File: src/rtl/core/ssrc_pkg.sv
package ssrc_pkg;

  // Field widths
  localparam int CMD_W      = 3;
  localparam int RPM_W      = 17;
  localparam int ACCEL_W    = 15;
  localparam int INTERVAL_W = 16;
  localparam int PERIOD_W   = 19;
  localparam int SPEED_W    = 26;
  localparam int CFG_IDX_W  = 3;
  localparam int CFG_DATA_W = 17;

  // Serial divider: dividend width and kept quotient bits
  localparam int NUM_W = 37;
  localparam int QUO_W = 20;
  localparam int CNT_W = 6;

  // Half period dividend: 500000 us * 256 * 60
  localparam logic [NUM_W-1:0] HP_DIVIDEND = 37'd7680000000;

  localparam logic [PERIOD_W-1:0] PERIOD_MAX   = 19'd500000;
  localparam logic [PERIOD_W-1:0] PERIOD_MIN   = 19'd2;
  localparam logic [RPM_W-1:0]    TARGET_MIN   = 17'd12800;
  localparam logic [RPM_W-1:0]    TARGET_MAX   = 17'd102400;
  localparam logic [RPM_W-1:0]    RETUNE_DELTA = 17'd128;

  // Reset values of the configuration registers and the target
  localparam logic [ACCEL_W-1:0]    ACCEL_RST    = 15'd2000;
  localparam logic [RPM_W-1:0]      MIN_RAMP_RST = 17'd7680;
  localparam logic [RPM_W-1:0]      LIMIT_RST    = 17'd38400;
  localparam logic [RPM_W-1:0]      INCR_RST     = 17'd12800;
  localparam logic [INTERVAL_W-1:0] INTERVAL_RST = 16'd3000;
  localparam logic [RPM_W-1:0]      GOAL_RST     = 17'd38400;

  // Commands
  typedef enum logic [CMD_W-1:0] {
    CMD_TICK       = 3'd0,
    CMD_START_CONT = 3'd1,
    CMD_START_AUTO = 3'd2,
    CMD_STOP       = 3'd3,
    CMD_SET_TARGET = 3'd4
  } cmd_t;

  // Configuration register indexes
  typedef enum logic [CFG_IDX_W-1:0] {
    REG_ACCEL    = 3'd0,
    REG_MIN_RAMP = 3'd1,
    REG_LIMIT    = 3'd2,
    REG_INCR     = 3'd3,
    REG_INTERVAL = 3'd4
  } reg_idx_t;

  // Sequencer states
  typedef enum logic [9:0] {
    ST_IDLE  = 10'b0000000001,
    ST_DELTA = 10'b0000000010,
    ST_RAMP  = 10'b0000000100,
    ST_STEP  = 10'b0000001000,
    ST_FLOOR = 10'b0000010000,
    ST_CHECK = 10'b0000100000,
    ST_MULT  = 10'b0001000000,
    ST_DIV   = 10'b0010000000,
    ST_AUTO  = 10'b0100000000,
    ST_DONE  = 10'b1000000000
  } state_t;

  // Clamp a requested target to the allowed speed window
  function automatic logic [RPM_W-1:0] clamp_target(input logic [RPM_W:0] v);
    logic [RPM_W-1:0] r;
    if (v < {1'b0, TARGET_MIN}) begin
      r = TARGET_MIN;
    end else if (v > {1'b0, TARGET_MAX}) begin
      r = TARGET_MAX;
    end else begin
      r = v[RPM_W-1:0];
    end
    return r;
  endfunction

endpackage

File: src/rtl/core/stepper_speed_ramp_controller.sv
// Stepper speed ramp controller. Each command transaction (tick, start continuous, start auto
// ramp, stop, set target) yields exactly one result transaction holding the state after the
// command. The result is presented in the same cycle in which in_ready rises for the next
// command. Stop, set target, an idle tick and unused codes go straight to the result. A start
// skips the division when the floor speed gives less than one step per second, and a running
// tick skips the speed step when the speed already sits on the target. When a tick retunes, the
// new half period comes from a bit-serial restoring divider that retires one quotient bit per
// cycle over a 37-bit dividend. The first running tick after reset or after a write of the
// acceleration register also uses the same divider to derive the per-tick speed step.
// A new command is taken while the previous result still waits on out_ready.
module stepper_speed_ramp_controller #(
  parameter int STEPS_PER_REVOLUTION = 1600
) (
  input  logic                               clk,
  input  logic                               rst,
  input  logic                               in_valid,
  output logic                               in_ready,
  input  logic [ssrc_pkg::CMD_W-1:0]         command,
  input  logic [ssrc_pkg::RPM_W-1:0]         rpm_value,
  output logic                               out_valid,
  input  logic                               out_ready,
  output logic                               running,
  output logic                               auto_active,
  output logic [ssrc_pkg::RPM_W-1:0]         current_speed,
  output logic [ssrc_pkg::RPM_W-1:0]         target_speed,
  output logic                               retune,
  output logic [ssrc_pkg::PERIOD_W-1:0]      half_period_us,
  output logic                               driver_enable_n,
  input  logic                               cfg_write,
  input  logic [ssrc_pkg::CFG_IDX_W-1:0]     cfg_index,
  input  logic [ssrc_pkg::CFG_DATA_W-1:0]    cfg_data
);
  import ssrc_pkg::*;

  localparam int SPR_W = $clog2(STEPS_PER_REVOLUTION + 1);
  localparam int DEN_W = RPM_W + SPR_W;
  localparam logic [DEN_W-1:0] DELTA_DEN = DEN_W'(STEPS_PER_REVOLUTION * 1000);
  localparam logic [SPR_W-1:0] SPR = SPR_W'(STEPS_PER_REVOLUTION);
  // Speeds below this give fewer than one step per second
  localparam logic [RPM_W-1:0] R_FLOOR =
    RPM_W'((15360 + STEPS_PER_REVOLUTION - 1) / STEPS_PER_REVOLUTION);

  // Configuration registers
  logic [ACCEL_W-1:0]    acceleration;
  logic [RPM_W-1:0]      floor_rpm;
  logic [RPM_W-1:0]      auto_ramp_limit;
  logic [RPM_W-1:0]      auto_ramp_increment;
  logic [INTERVAL_W-1:0] auto_ramp_interval;

  // Controller state
  state_t state, state_next;
  logic                  run_mode;
  logic                  auto_mode;
  logic [SPEED_W-1:0]    speed_now;
  logic [RPM_W-1:0]      speed_goal;
  logic [RPM_W-1:0]      applied_speed;
  logic                  applied_valid;
  logic [PERIOD_W-1:0]   period_now;
  logic [INTERVAL_W-1:0] interval_count;
  logic                  enable_level;
  logic                  retune_flag;
  logic                  tick_cmd;
  logic [QUO_W-1:0]      delta;
  logic                  delta_dirty;
  logic [SPEED_W-1:0]    gap;
  logic                  dir_up;

  // Serial divider
  logic [NUM_W-1:0] num;
  logic [DEN_W-1:0] den;
  logic [DEN_W-1:0] rem;
  logic [QUO_W-1:0] quo;
  logic [CNT_W-1:0] div_cnt;
  logic [DEN_W:0]   rem_sh;
  logic             rem_ge;
  logic             div_last;

  // Combinational helpers
  logic [SPEED_W-1:0]    goal_x;
  logic [SPEED_W-1:0]    floor_x;
  logic [RPM_W-1:0]      cur;
  logic [RPM_W-1:0]      diff;
  logic                  retune_hit;
  logic [INTERVAL_W-1:0] cnt_inc;
  logic [RPM_W:0]        goal_sum;
  logic [20:0]           accel_x60;
  logic                  out_free;
  logic [QUO_W-1:0]      hp_quo;
  state_t                after_apply;

  assign goal_x    = {1'b0, speed_goal, 8'b0};
  assign floor_x   = {1'b0, floor_rpm, 8'b0};
  assign cur       = speed_now[RPM_W+7:8];
  assign diff      = (cur > applied_speed) ? (cur - applied_speed) : (applied_speed - cur);
  assign retune_hit = !applied_valid || (diff >= RETUNE_DELTA);
  assign cnt_inc   = (interval_count == '1) ? interval_count : interval_count + 1'b1;
  assign goal_sum  = {1'b0, speed_goal} + {1'b0, auto_ramp_increment};
  assign accel_x60 = {acceleration, 6'b0} - {4'b0, acceleration, 2'b0};
  assign out_free  = !out_valid || out_ready;
  assign hp_quo    = {quo[QUO_W-2:0], rem_ge};
  assign after_apply = tick_cmd ? ST_AUTO : ST_DONE;

  assign rem_sh   = {rem, num[NUM_W-1]};
  assign rem_ge   = rem_sh >= {1'b0, den};
  assign div_last = (div_cnt == CNT_W'(NUM_W - 1));

  assign in_ready = (state == ST_IDLE);

  // Pick the next sequencer state
  always_comb begin
    state_next = state;
    case (state)
      ST_IDLE: begin
        if (in_valid) begin
          case (cmd_t'(command))
            CMD_TICK: begin
              if (!run_mode) begin
                state_next = ST_DONE;
              end else if (delta_dirty) begin
                state_next = ST_DELTA;
              end else begin
                state_next = ST_RAMP;
              end
            end
            CMD_START_CONT, CMD_START_AUTO: state_next = ST_MULT;
            default: state_next = ST_DONE;
          endcase
        end
      end
      ST_DELTA: state_next = div_last ? ST_RAMP : ST_DELTA;
      ST_RAMP:  state_next = (speed_now == goal_x) ? ST_AUTO : ST_STEP;
      ST_STEP:  state_next = ST_FLOOR;
      ST_FLOOR: state_next = ST_CHECK;
      ST_CHECK: state_next = retune_hit ? ST_MULT : ST_AUTO;
      ST_MULT:  state_next = (applied_speed < R_FLOOR) ? after_apply : ST_DIV;
      ST_DIV:   state_next = div_last ? after_apply : ST_DIV;
      ST_AUTO:  state_next = ST_DONE;
      ST_DONE:  state_next = out_free ? ST_IDLE : ST_DONE;
      default:  state_next = ST_IDLE;
    endcase
  end

  always_ff @(posedge clk) begin
    if (rst) begin
      state <= ST_IDLE;
    end else begin
      state <= state_next;
    end
  end

  // Take configuration writes
  always_ff @(posedge clk) begin
    if (rst) begin
      acceleration        <= ACCEL_RST;
      floor_rpm           <= MIN_RAMP_RST;
      auto_ramp_limit     <= LIMIT_RST;
      auto_ramp_increment <= INCR_RST;
      auto_ramp_interval  <= INTERVAL_RST;
    end else if (cfg_write) begin
      case (reg_idx_t'(cfg_index))
        REG_ACCEL:    acceleration        <= cfg_data[ACCEL_W-1:0];
        REG_MIN_RAMP: floor_rpm           <= cfg_data[RPM_W-1:0];
        REG_LIMIT:    auto_ramp_limit     <= cfg_data[RPM_W-1:0];
        REG_INCR:     auto_ramp_increment <= cfg_data[RPM_W-1:0];
        REG_INTERVAL: auto_ramp_interval  <= cfg_data[INTERVAL_W-1:0];
        default: ;
      endcase
    end
  end

  // Load the serial divider, then advance it one quotient bit per cycle
  always_ff @(posedge clk) begin
    if (state == ST_IDLE) begin
      num     <= {accel_x60, 16'b0};
      den     <= DELTA_DEN;
      rem     <= '0;
      div_cnt <= '0;
    end else if (state == ST_MULT) begin
      num     <= HP_DIVIDEND;
      den     <= DEN_W'(applied_speed) * DEN_W'(SPR);
      rem     <= '0;
      div_cnt <= '0;
    end else begin
      num     <= {num[NUM_W-2:0], 1'b0};
      rem     <= rem_ge ? DEN_W'(rem_sh - {1'b0, den}) : rem_sh[DEN_W-1:0];
      quo     <= hp_quo;
      div_cnt <= div_cnt + 1'b1;
    end
  end

  // Step the controller state
  always_ff @(posedge clk) begin
    if (rst) begin
      run_mode       <= 1'b0;
      auto_mode      <= 1'b0;
      speed_now      <= '0;
      speed_goal     <= GOAL_RST;
      applied_speed  <= '0;
      applied_valid  <= 1'b0;
      period_now     <= '0;
      interval_count <= '0;
      enable_level   <= 1'b1;
      retune_flag    <= 1'b0;
      tick_cmd       <= 1'b0;
      delta          <= '0;
      delta_dirty    <= 1'b1;
    end else begin
      // A new acceleration needs a fresh speed step
      if (cfg_write && reg_idx_t'(cfg_index) == REG_ACCEL) begin
        delta_dirty <= 1'b1;
      end
      case (state)
        ST_IDLE: begin
          if (in_valid) begin
            retune_flag <= 1'b0;
            tick_cmd    <= (cmd_t'(command) == CMD_TICK);
            case (cmd_t'(command))
              CMD_START_CONT, CMD_START_AUTO: begin
                if (cmd_t'(command) == CMD_START_AUTO) begin
                  auto_mode      <= 1'b1;
                  interval_count <= '0;
                  speed_goal     <= clamp_target({1'b0, rpm_value});
                end else begin
                  auto_mode <= 1'b0;
                end
                enable_level  <= 1'b0;
                speed_now     <= floor_x;
                applied_speed <= floor_rpm;
                applied_valid <= 1'b1;
                run_mode      <= 1'b1;
                retune_flag   <= 1'b1;
              end
              CMD_STOP: begin
                if (run_mode) begin
                  period_now    <= '0;
                  enable_level  <= 1'b1;
                  run_mode      <= 1'b0;
                  speed_now     <= '0;
                  applied_valid <= 1'b0;
                  auto_mode     <= 1'b0;
                end
              end
              CMD_SET_TARGET: speed_goal <= clamp_target({1'b0, rpm_value});
              default: ;
            endcase
          end
        end
        ST_DELTA: begin
          if (div_last) begin
            delta       <= hp_quo;
            delta_dirty <= 1'b0;
          end
        end
        // Measure the distance to the target
        ST_RAMP: begin
          dir_up <= speed_now < goal_x;
          gap    <= (speed_now < goal_x) ? (goal_x - speed_now) : (speed_now - goal_x);
        end
        ST_STEP: begin
          if (gap <= SPEED_W'(delta)) begin
            speed_now <= goal_x;
          end else if (dir_up) begin
            speed_now <= speed_now + SPEED_W'(delta);
          end else begin
            speed_now <= speed_now - SPEED_W'(delta);
          end
        end
        // Hold the deceleration floor
        ST_FLOOR: begin
          if (!dir_up && speed_now < floor_x && speed_goal >= floor_rpm) begin
            speed_now <= floor_x;
          end
        end
        ST_CHECK: begin
          if (retune_hit) begin
            applied_speed <= cur;
            applied_valid <= 1'b1;
            retune_flag   <= 1'b1;
          end
        end
        ST_MULT: begin
          if (applied_speed < R_FLOOR) begin
            period_now <= PERIOD_MAX;
          end
        end
        ST_DIV: begin
          if (div_last) begin
            period_now <= (hp_quo < QUO_W'(PERIOD_MIN)) ? PERIOD_MIN : hp_quo[PERIOD_W-1:0];
          end
        end
        // Count the auto ramp interval, then raise the auto ramp target or end the run
        ST_AUTO: begin
          if (auto_mode) begin
            if (cnt_inc >= auto_ramp_interval) begin
              interval_count <= '0;
              if (speed_goal < auto_ramp_limit) begin
                speed_goal <= clamp_target(goal_sum);
              end else begin
                period_now    <= '0;
                enable_level  <= 1'b1;
                run_mode      <= 1'b0;
                speed_now     <= '0;
                applied_valid <= 1'b0;
                auto_mode     <= 1'b0;
                retune_flag   <= 1'b0;
              end
            end else begin
              interval_count <= cnt_inc;
            end
          end
        end
        default: ;
      endcase
    end
  end

  // Present the result transaction
  always_ff @(posedge clk) begin
    if (rst) begin
      out_valid <= 1'b0;
    end else if (state == ST_DONE && out_free) begin
      out_valid <= 1'b1;
    end else if (out_ready) begin
      out_valid <= 1'b0;
    end
  end

  always_ff @(posedge clk) begin
    if (state == ST_DONE && out_free) begin
      running         <= run_mode;
      auto_active     <= auto_mode;
      current_speed   <= cur;
      target_speed    <= speed_goal;
      retune          <= retune_flag;
      half_period_us  <= period_now;
      driver_enable_n <= enable_level;
    end
  end

endmodule

File: config.mk
export PLATFORM = sky130hd
export DESIGN_NAME = stepper_speed_ramp_controller
export DESIGN_NICKNAME = d
export VERILOG_FILES = /design/src/rtl/core/ssrc_pkg.sv /design/src/rtl/core/stepper_speed_ramp_controller.sv
export SDC_FILE = /design/constraint.sdc
export NUM_CORES = 1
export LEC_CHECK = 0
export BUFFER_PORTS_ARGS = -buffer_cell sky130_fd_sc_hd__buf_4
export CORE_UTILIZATION = 57
export CTS_CLUSTER_SIZE = 25
export DETAILED_ROUTE_END_ITERATION = 8
export PLACE_DENSITY = 0.82
export SYNTH_ARGS = -nofsm -noshare
export SYNTH_HDL_FRONTEND = slang
export SYNTH_SLANG_ARGS = --single-unit
File: constraint.sdc
create_clock -name clk -period 4.15 [get_ports clk]
set_input_delay 0.2075 -clock clk [delete_from_list [all_inputs] [get_ports clk]]
set_output_delay 0.2075 -clock clk [all_outputs]
set_load 0.01 [all_outputs]
Yosys cells after proc, flatten, opt, wreduce, memory -nomap -nowiden. Cells that the tools add are included.

Order comparisons: 15. Multipliers: 1. Mux-type cells: 92. Add/subtract/negate cells: 11. Bitwise operators: 3. Reductions and logical operators: 38. Equal/unequal tests: 38.

Operators by type and width (count): 26-bit 2-to-1 mux (9); 17-bit 2-to-1 mux (13); 19-bit 2-to-1 mux (9); 26-bit one-hot mux with 4 select lines (1); 17-bit one-hot mux with 2 select lines (3); 10-bit one-hot mux with 10 select lines (1); 16-bit 2-to-1 mux (6); 19-bit one-hot mux with 4 select lines (1); 37-bit 2-to-1 mux (2); 10-bit 2-to-1 mux (6); 26-bit by 25-bit < comparator with 1-bit output (2); 26-bit one-hot mux with 2 select lines (1); 17-bit subtractor (2); 16-bit one-hot mux with 2 select lines (1); 29-bit by 28-bit >= comparator with 1-bit output (1); 28-bit 2-to-1 mux (1); 28-bit subtractor (1); 26-bit by 20-bit adder with 26-bit output (1); 26-bit by 25-bit equality test with 1-bit output (1); 26-bit by 20-bit less-or-equal comparator with 1-bit output (1); 25-bit by 26-bit subtractor with 26-bit output (1); 26-bit by 20-bit subtractor with 26-bit output (1); 26-bit by 25-bit subtractor with 26-bit output (1); 1-bit 2-to-1 mux (24); other kinds (56) (108).

Logic and storage cells: 234. Bits in registers: 411.

Longest topological paths before layout.
Word-level depth: 8. Gate-level depth with buffers: 22.

Worst setup path after synthesis. OpenSTA, ideal clock, no wires.

Path kind: register to register. From: register interval_count[3]. To: register speed_now[23]. Path buffers: 2. Arrival: 4.488 ns. Cell stages (with the launch flop): 21. Clock period less this slack: 4.604 ns. Setup time: 0.116 ns. Setup slack: -0.454 ns. Cells stage by stage: dfxtp_1 and3_1 and3_1 nand2_1 nor3_1 nand3_1 or2_2 clkbuf_1 xnor2_1 ha_1 nand2b_1 a21o_1 a21o_1 a21o_1 a211o_1 a2111o_1 a41oi_1 a21o_1 a31oi_1 clkbuf_1 o211a_1.

Cells in the longest elaborated chain, start to end: 5. Elaborated cells on any way between the ends: 6. Classes of those cells: 1 x add/sub; 1 x order compare; 2 x eq/ne; 1 x mux; 1 x reduce/logical.

RTL lines: from (decl) (RTL line stepper_speed_ramp_controller.sv:59) `logic [INTERVAL_W-1:0] interval_count;`; from (signal assigned) (RTL line stepper_speed_ramp_controller.sv:308) `interval_count <= cnt_inc;`; 16-bit by 1-bit adder with 16-bit output or 16-bit equality test (tied branches) (RTL line stepper_speed_ramp_controller.sv:96) `assign cnt_inc = (interval_count == '1) ? interval_count : interval_count + 1'b1;`; 16-bit 2-to-1 mux * (RTL line stepper_speed_ramp_controller.sv:96); 16-bit >= comparator * (RTL line stepper_speed_ramp_controller.sv:294) `if (cnt_inc >= auto_ramp_interval) begin`; 2-bit != test (no source line) *; 8-bit AND reduction (no source line) *; to (signal assigned) (RTL line stepper_speed_ramp_controller.sv:263) `speed_now <= speed_now + SPEED_W'(delta);`; to (signal assigned) (RTL line stepper_speed_ramp_controller.sv:265) `speed_now <= speed_now - SPEED_W'(delta);`; to (signal assigned) (RTL line stepper_speed_ramp_controller.sv:271) `speed_now <= floor_x;`; to (decl) (RTL line stepper_speed_ramp_controller.sv:54) `logic [SPEED_W-1:0] speed_now;`.

Mark *: on every way between the ends. The rest lies on a longest branch, timed or not. A chain may end at the register's enable or synchronous reset.

Worst setup path after layout.
From: register interval_count[3]. To: register period_now[12].

Cells in the longest elaborated chain, start to end: 5. Elaborated cells on any way between the ends: 6. Classes of those cells: 1 x add/sub; 1 x order compare; 2 x eq/ne; 1 x mux; 1 x reduce/logical.

RTL lines: 16-bit by 1-bit adder with 16-bit output or 16-bit equality test (tied branches) (RTL line stepper_speed_ramp_controller.sv:96); 16-bit 2-to-1 mux * (RTL line stepper_speed_ramp_controller.sv:96); 16-bit >= comparator * (RTL line stepper_speed_ramp_controller.sv:294); 2-bit != test (no source line) *; 9-bit AND reduction (no source line) *; to (signal assigned) (RTL line stepper_speed_ramp_controller.sv:288) `period_now <= (hp_quo < QUO_W'(PERIOD_MIN)) ? PERIOD_MIN : hp_quo[PERIOD_W-1:0];`; to (decl) (RTL line stepper_speed_ramp_controller.sv:58) `logic [PERIOD_W-1:0] period_now;`.

Marked as above.

==> reports/qor.log <==
INFO  clock_tree     clkSinkCount=396
INFO  setup_path     worstPathMaxFanout=7
INFO  layout         syn2layout_area_growth=19.2%
INFO  clock_tree     path_clk_slew=60ps
INFO  clock_tree     cts_buffer_depth=3
INFO  global_routing globalRouteTotalUtil=36.4%
INFO  yosys          ys_seq_elements=396
INFO  status         status=complete, but fails checks
INFO  layout         stdcell_area=31,000um2
INFO  power_and_ir_drop reported_leakage_power=13.4nW
INFO  setup_path     category_of_the_worst_setup_path_capture_point=register
INFO  sta            finalHoldViolCount=0
INFO  placed_design  preCtsSetupSlack=-268ps
INFO  setup_path     crit_path_frequent_cell=sky130_fd_sc_hd__a21o_1
INFO  floorplanning  placement_rows=77
INFO  placed_design  place_inst=3,823
INFO  placed_design  placed_area=28,400um2
INFO  sta            setup_violations_final=1
INFO  placed_design  port-buffer-count=103
INFO  route          finalWirelength=88,300um
INFO  sta            rsz0062_at_grt=yes
INFO  clock_tree     htree_levels=2
INFO  route          detail_route.first_pass.iterations=6
INFO  power_and_ir_drop power.ir.vdd_worst=0.411mV
INFO  floorplanning  start_util=58.3%
INFO  sta            final_period_utilization=100%
INFO  global_routing grt_first_pass_wirelength=133,000um
INFO  setup_path     timing.reg2reg.worst_path_depth=21
INFO  power_and_ir_drop switching_share=41.6%
INFO  hold_path      min_from=rpm_value[1]
INFO  route          dr.first_iter.drc_count=2,405
INFO  clock_tree     cts_inserted_buffers=45
INFO  yosys          synth_seq_area_share=34.4%
INFO  layout         finalNetCount=3,681
INFO  yosys          postSynthCellCount=3,088
INFO  layout         post_route_cells_drive_above_1_share=14.6%
INFO  setup_path     max_stage_delay=410ps
INFO  sta            holdWs=17.9ps
INFO  floorplanning  core=44,600um2
INFO  yosys          synth.lib_cells_used.distinct=84
INFO  route          average_detailed_routed_wire_length_per_instance=22.4um
INFO  power_and_ir_drop clockPowerShare=23.9%
INFO  clock_tree     clk-insertion-delay-late=600ps
INFO  layout         utilization=69.5%
INFO  floorplanning  die_width=216um
INFO  sta            skew=25.1ps
INFO  layout         num-fill-cells=3,472
INFO  hold_path      min_delay_worst_endpoint=speed_goal[1]
INFO  global_routing grt_start_max_net_pins=75
INFO  global_routing antenna_violations_before_repair=0
INFO  yosys          yosysWarningCount=0
INFO  power_and_ir_drop power.sequential.fraction=27.7%
INFO  power_and_ir_drop comb_power_share=48.5%
INFO  placed_design  routabilityCongestion=0.987
INFO  sta            max_freq=240MHz
INFO  yosys          synth_nets=3,449
INFO  setup_path     critical_path.top_delay_family=compound AO/OA/AOI/OAI gates
INFO  setup_path     worst_ep_required_time=4650ps
INFO  hold_path      timing.hold.worst_path_depth=3
INFO  flow_run       max_cap_viol_count=0
INFO  layout         layoutNonFillerInstCount=3,948
INFO  yosys          ys_dominant_reg_cell=sky130_fd_sc_hd__dfxtp_1
INFO  placed_design  place_hpwl=63,600um
INFO  sta            max_slew.worst_pin.slew=1420ps
INFO  sta            timing_max_transition_violations_final=0
INFO  setup_path     setup.worst_path.class=reg -> reg
INFO  setup_path     setup.worst_path.start_class=register
INFO  yosys          synth_top_cells_by_area=sky130_fd_sc_hd__dfxtp_1 23%, sky130_fd_sc_hd__ha_1 14%, sky130_fd_sc_hd__edfxtp_1 12%, sky130_fd_sc_hd__a21oi_1 5.9%, sky130_fd_sc_hd__nand2_1 5.1%
INFO  global_routing first_global_vias=24,400
INFO  power_and_ir_drop powerDensity=593nW/um2
INFO  yosys          avgSynthCellArea=8.42um2
INFO  hold_path      hp-class=in -> reg
INFO  setup_path     critical_path.slowest_cell=sky130_fd_sc_hd__a2111o_1
INFO  sta            layout_setup_ws=-9.03ps
INFO  setup_path     r2r-start=interval_count[3]
INFO  power_and_ir_drop cell_internal_power_dissipation=0.0107W
INFO  layout         commonest_cells_after_routing_fill_and_taps_aside=349 x sky130_fd_sc_hd__nand2_1, 294 x sky130_fd_sc_hd__ha_1, 292 x sky130_fd_sc_hd__a21oi_1, 282 x sky130_fd_sc_hd__dfxtp_1, 268 x sky130_fd_sc_hd__inv_1
INFO  setup_path     critical_path_arrival=4660ps
INFO  layout         mostFrequentLayoutCell=sky130_fd_sc_hd__nand2_1
INFO  setup_path     ff2ff_setup_slack=-9ps
INFO  yosys          post_synth_edffs=103
INFO  route          via_count=24,900
INFO  setup_path     worst_reg2reg_endpoint=period_now[12]
INFO  yosys          mappedNetlistArea=26,000um2
INFO  floorplanning  boundaryPins=104
INFO  yosys          cell_type_contributing_the_most_total_cell_area_after_synthesis=sky130_fd_sc_hd__dfxtp_1
INFO  sta            finalCriticalPeriod=4160ps
INFO  floorplanning  dieArea=46,500um2
INFO  route          ant_nets=0
INFO  yosys          ys_async_sr_fraction=0%
INFO  route          detail_route.vias_per_cell=6.31
INFO  power_and_ir_drop power.net_switching=0.00765W
INFO  clock_tree     tritoncts_clock_tree=yes
INFO  sta            timing.max_slew.rel_slack=4.72%
INFO  floorplanning  fp.dieH=216um
INFO  setup_path     path_cells=and3_4, and3_4, nand2_4, nor3_4, nand3_2, or2_4, xnor2_2, ha_1, nand2b_4, a21o_1, a21o_1, a21o_1, a211o_1, a2111o_1, a41oi_2, buf_6, nor4b_4, buf_6, clkbuf_16, nand2b_4, a21oi_2
INFO  yosys          synth_top_area_share=22.6%
INFO  route          remaining_drc_errors=0
INFO  clock_tree     cts_root_buffer=sky130_fd_sc_hd__clkbuf_16
INFO  status         failing_checks=negative setup slack
INFO  global_routing globalRoute.totalOverflow=0
INFO  setup_path     path_buf_inv=3
worst min-delay path, cell delays in order:
cell                       delay [ps]
sky130_fd_sc_hd__buf_4            120
sky130_fd_sc_hd__a22oi_1          150
sky130_fd_sc_hd__a211oi_1          90
cells by family (layout without fill, tap and decap cells):
logic type,count (synthesis),after routing,share of synthesized area (%)
compound gates,874,877,21.4
xor+xnor,141,141,4.75
fa+ha+maj,316,316,15.7
buf+inv,381,645,5.55
flops,396,396,34.4
mux,13,13,0.520
other cells,0,1,0
simple gates,967,967,17.6
state kept, by name (all words and copies together), names as in the netlist, 19 cells and up:
name            flops
half_period_us     19
delta              20
rem                28
gap                26
period_now         19
quo                19
den                22
num                22
speed_now          26
per-layer routing:
metal / vias to the layer above / track usage (%) / routed length (um)
li1: 11500 / - / -
met1: 11900 / 45.2 / 34600
met2: 1218 / 59.9 / 40900
met3: 304 / 5.50 / 7400
met4: 0 / 21.3 / 5390
met5: - / 0 / 0
Yosys cell counts (6+ instances only):
| cell | count |
|---|---|
| sky130_fd_sc_hd__or4_1 | 6 |
| sky130_fd_sc_hd__xor2_1 | 46 |
| sky130_fd_sc_hd__nor4_1 | 25 |
| sky130_fd_sc_hd__nor2_1 | 203 |
| sky130_fd_sc_hd__o211ai_1 | 47 |
| sky130_fd_sc_hd__nor3_1 | 63 |
| sky130_fd_sc_hd__mux2i_1 | 9 |
| sky130_fd_sc_hd__clkbuf_1 | 104 |
| sky130_fd_sc_hd__o21ai_0 | 131 |
| sky130_fd_sc_hd__a22oi_1 | 26 |
| sky130_fd_sc_hd__a22o_1 | 20 |
| sky130_fd_sc_hd__a211o_1 | 11 |
| sky130_fd_sc_hd__inv_1 | 268 |
| sky130_fd_sc_hd__dfxtp_1 | 293 |
| sky130_fd_sc_hd__o31ai_1 | 15 |
| sky130_fd_sc_hd__o21bai_1 | 20 |
| sky130_fd_sc_hd__and3_1 | 27 |
| sky130_fd_sc_hd__a311oi_1 | 8 |
| sky130_fd_sc_hd__ha_1 | 298 |
| sky130_fd_sc_hd__o31a_1 | 6 |
| sky130_fd_sc_hd__and2_1 | 13 |
| sky130_fd_sc_hd__a211oi_1 | 44 |
| sky130_fd_sc_hd__or3_1 | 20 |
| sky130_fd_sc_hd__nand2_1 | 351 |
| sky130_fd_sc_hd__nor3b_1 | 9 |
| sky130_fd_sc_hd__edfxtp_1 | 103 |
| sky130_fd_sc_hd__xnor2_1 | 95 |
| sky130_fd_sc_hd__nand4_1 | 28 |
| sky130_fd_sc_hd__nand3_1 | 93 |
| sky130_fd_sc_hd__nand3b_1 | 16 |
| sky130_fd_sc_hd__a21oi_1 | 308 |
| sky130_fd_sc_hd__fa_1 | 18 |
| sky130_fd_sc_hd__o21a_1 | 21 |
| sky130_fd_sc_hd__o22ai_1 | 15 |
| sky130_fd_sc_hd__a2111oi_0 | 7 |
| sky130_fd_sc_hd__a41oi_1 | 7 |
| sky130_fd_sc_hd__a21boi_0 | 12 |
| sky130_fd_sc_hd__or2_2 | 17 |
| sky130_fd_sc_hd__a31oi_1 | 35 |
| sky130_fd_sc_hd__a21o_1 | 92 |
| sky130_fd_sc_hd__nand2b_1 | 44 |
| sky130_fd_sc_hd__nor2b_1 | 21 |
layout make-up:
| type | count | area (um2) | area share [%] |
|---|---|---|---|
| Antenna cell | 1 | 2.50 | 0.00807 |
| Clock buffer | 58 | 1300 | 4.19 |
| Clock inverter | 24 | 319 | 1.03 |
| Inverter | 269 | 1010 | 3.26 |
| Multi-Input combinational cell | 2314 | 16200 | 52.4 |
| Sequential cell | 396 | 8970 | 29.0 |
| Tap cell | 592 | 741 | 2.39 |
| Timing Repair Buffer | 294 | 2410 | 7.78 |
worst max path at each step:
| stage | start | endpoint | slack (ps) | depth (start not counted) |
|---|---|---|---|---|
| 6_report | interval_count[3] | period_now[12] | -9 | 21 |
| 5_1_grt | interval_count[3] | period_now[12] | -190 | 21 |
| 4_1_cts | delta[1] | speed_now[25] | 0.02 | 17 |
| 3_5_place_dp | interval_count[5] | speed_now[11] | -270 | 21 |
| 3_3_place_gp | interval_count[5] | speed_now[12] | -190 | 21 |
| 2_1_floorplan | interval_count[3] | speed_now[7] | -50 | 21 |
power groups by stage:
stage | clock [W] | sequential (W) | combinational, W
2_1_floorplan | 0 | 0.00506 | 0.00545
3_3_place_gp | 0 | 0.00509 | 0.00796
3_5_place_dp | 0 | 0.00511 | 0.00807
4_1_cts | 0.00439 | 0.00504 | 0.00823
5_1_grt | 0.00454 | 0.00511 | 0.00959
6_report | 0.00439 | 0.00509 | 0.00892
metrics by stage:
stage	power, W	TNS, ps
floorplan	0.0105	-156
global placement	0.0131	-2100
detailed placement	0.0132	-3280
CTS	0.0177	0
global route	0.0192	-4430
finish	0.0184	-9.03
what timing repair did:
action / 4_1_cts / 5_1_grt
endpoints found under the setup margin: 40 / 76
gates cloned: 3 / 7
hold buffers: 24 / 0
buffers inserted: 0 / 13
resized for setup: 11 / 103
hold endpoints to repair: 89 / 0
pin swaps: 5 / 26
(Power assumes the default switching activity.)
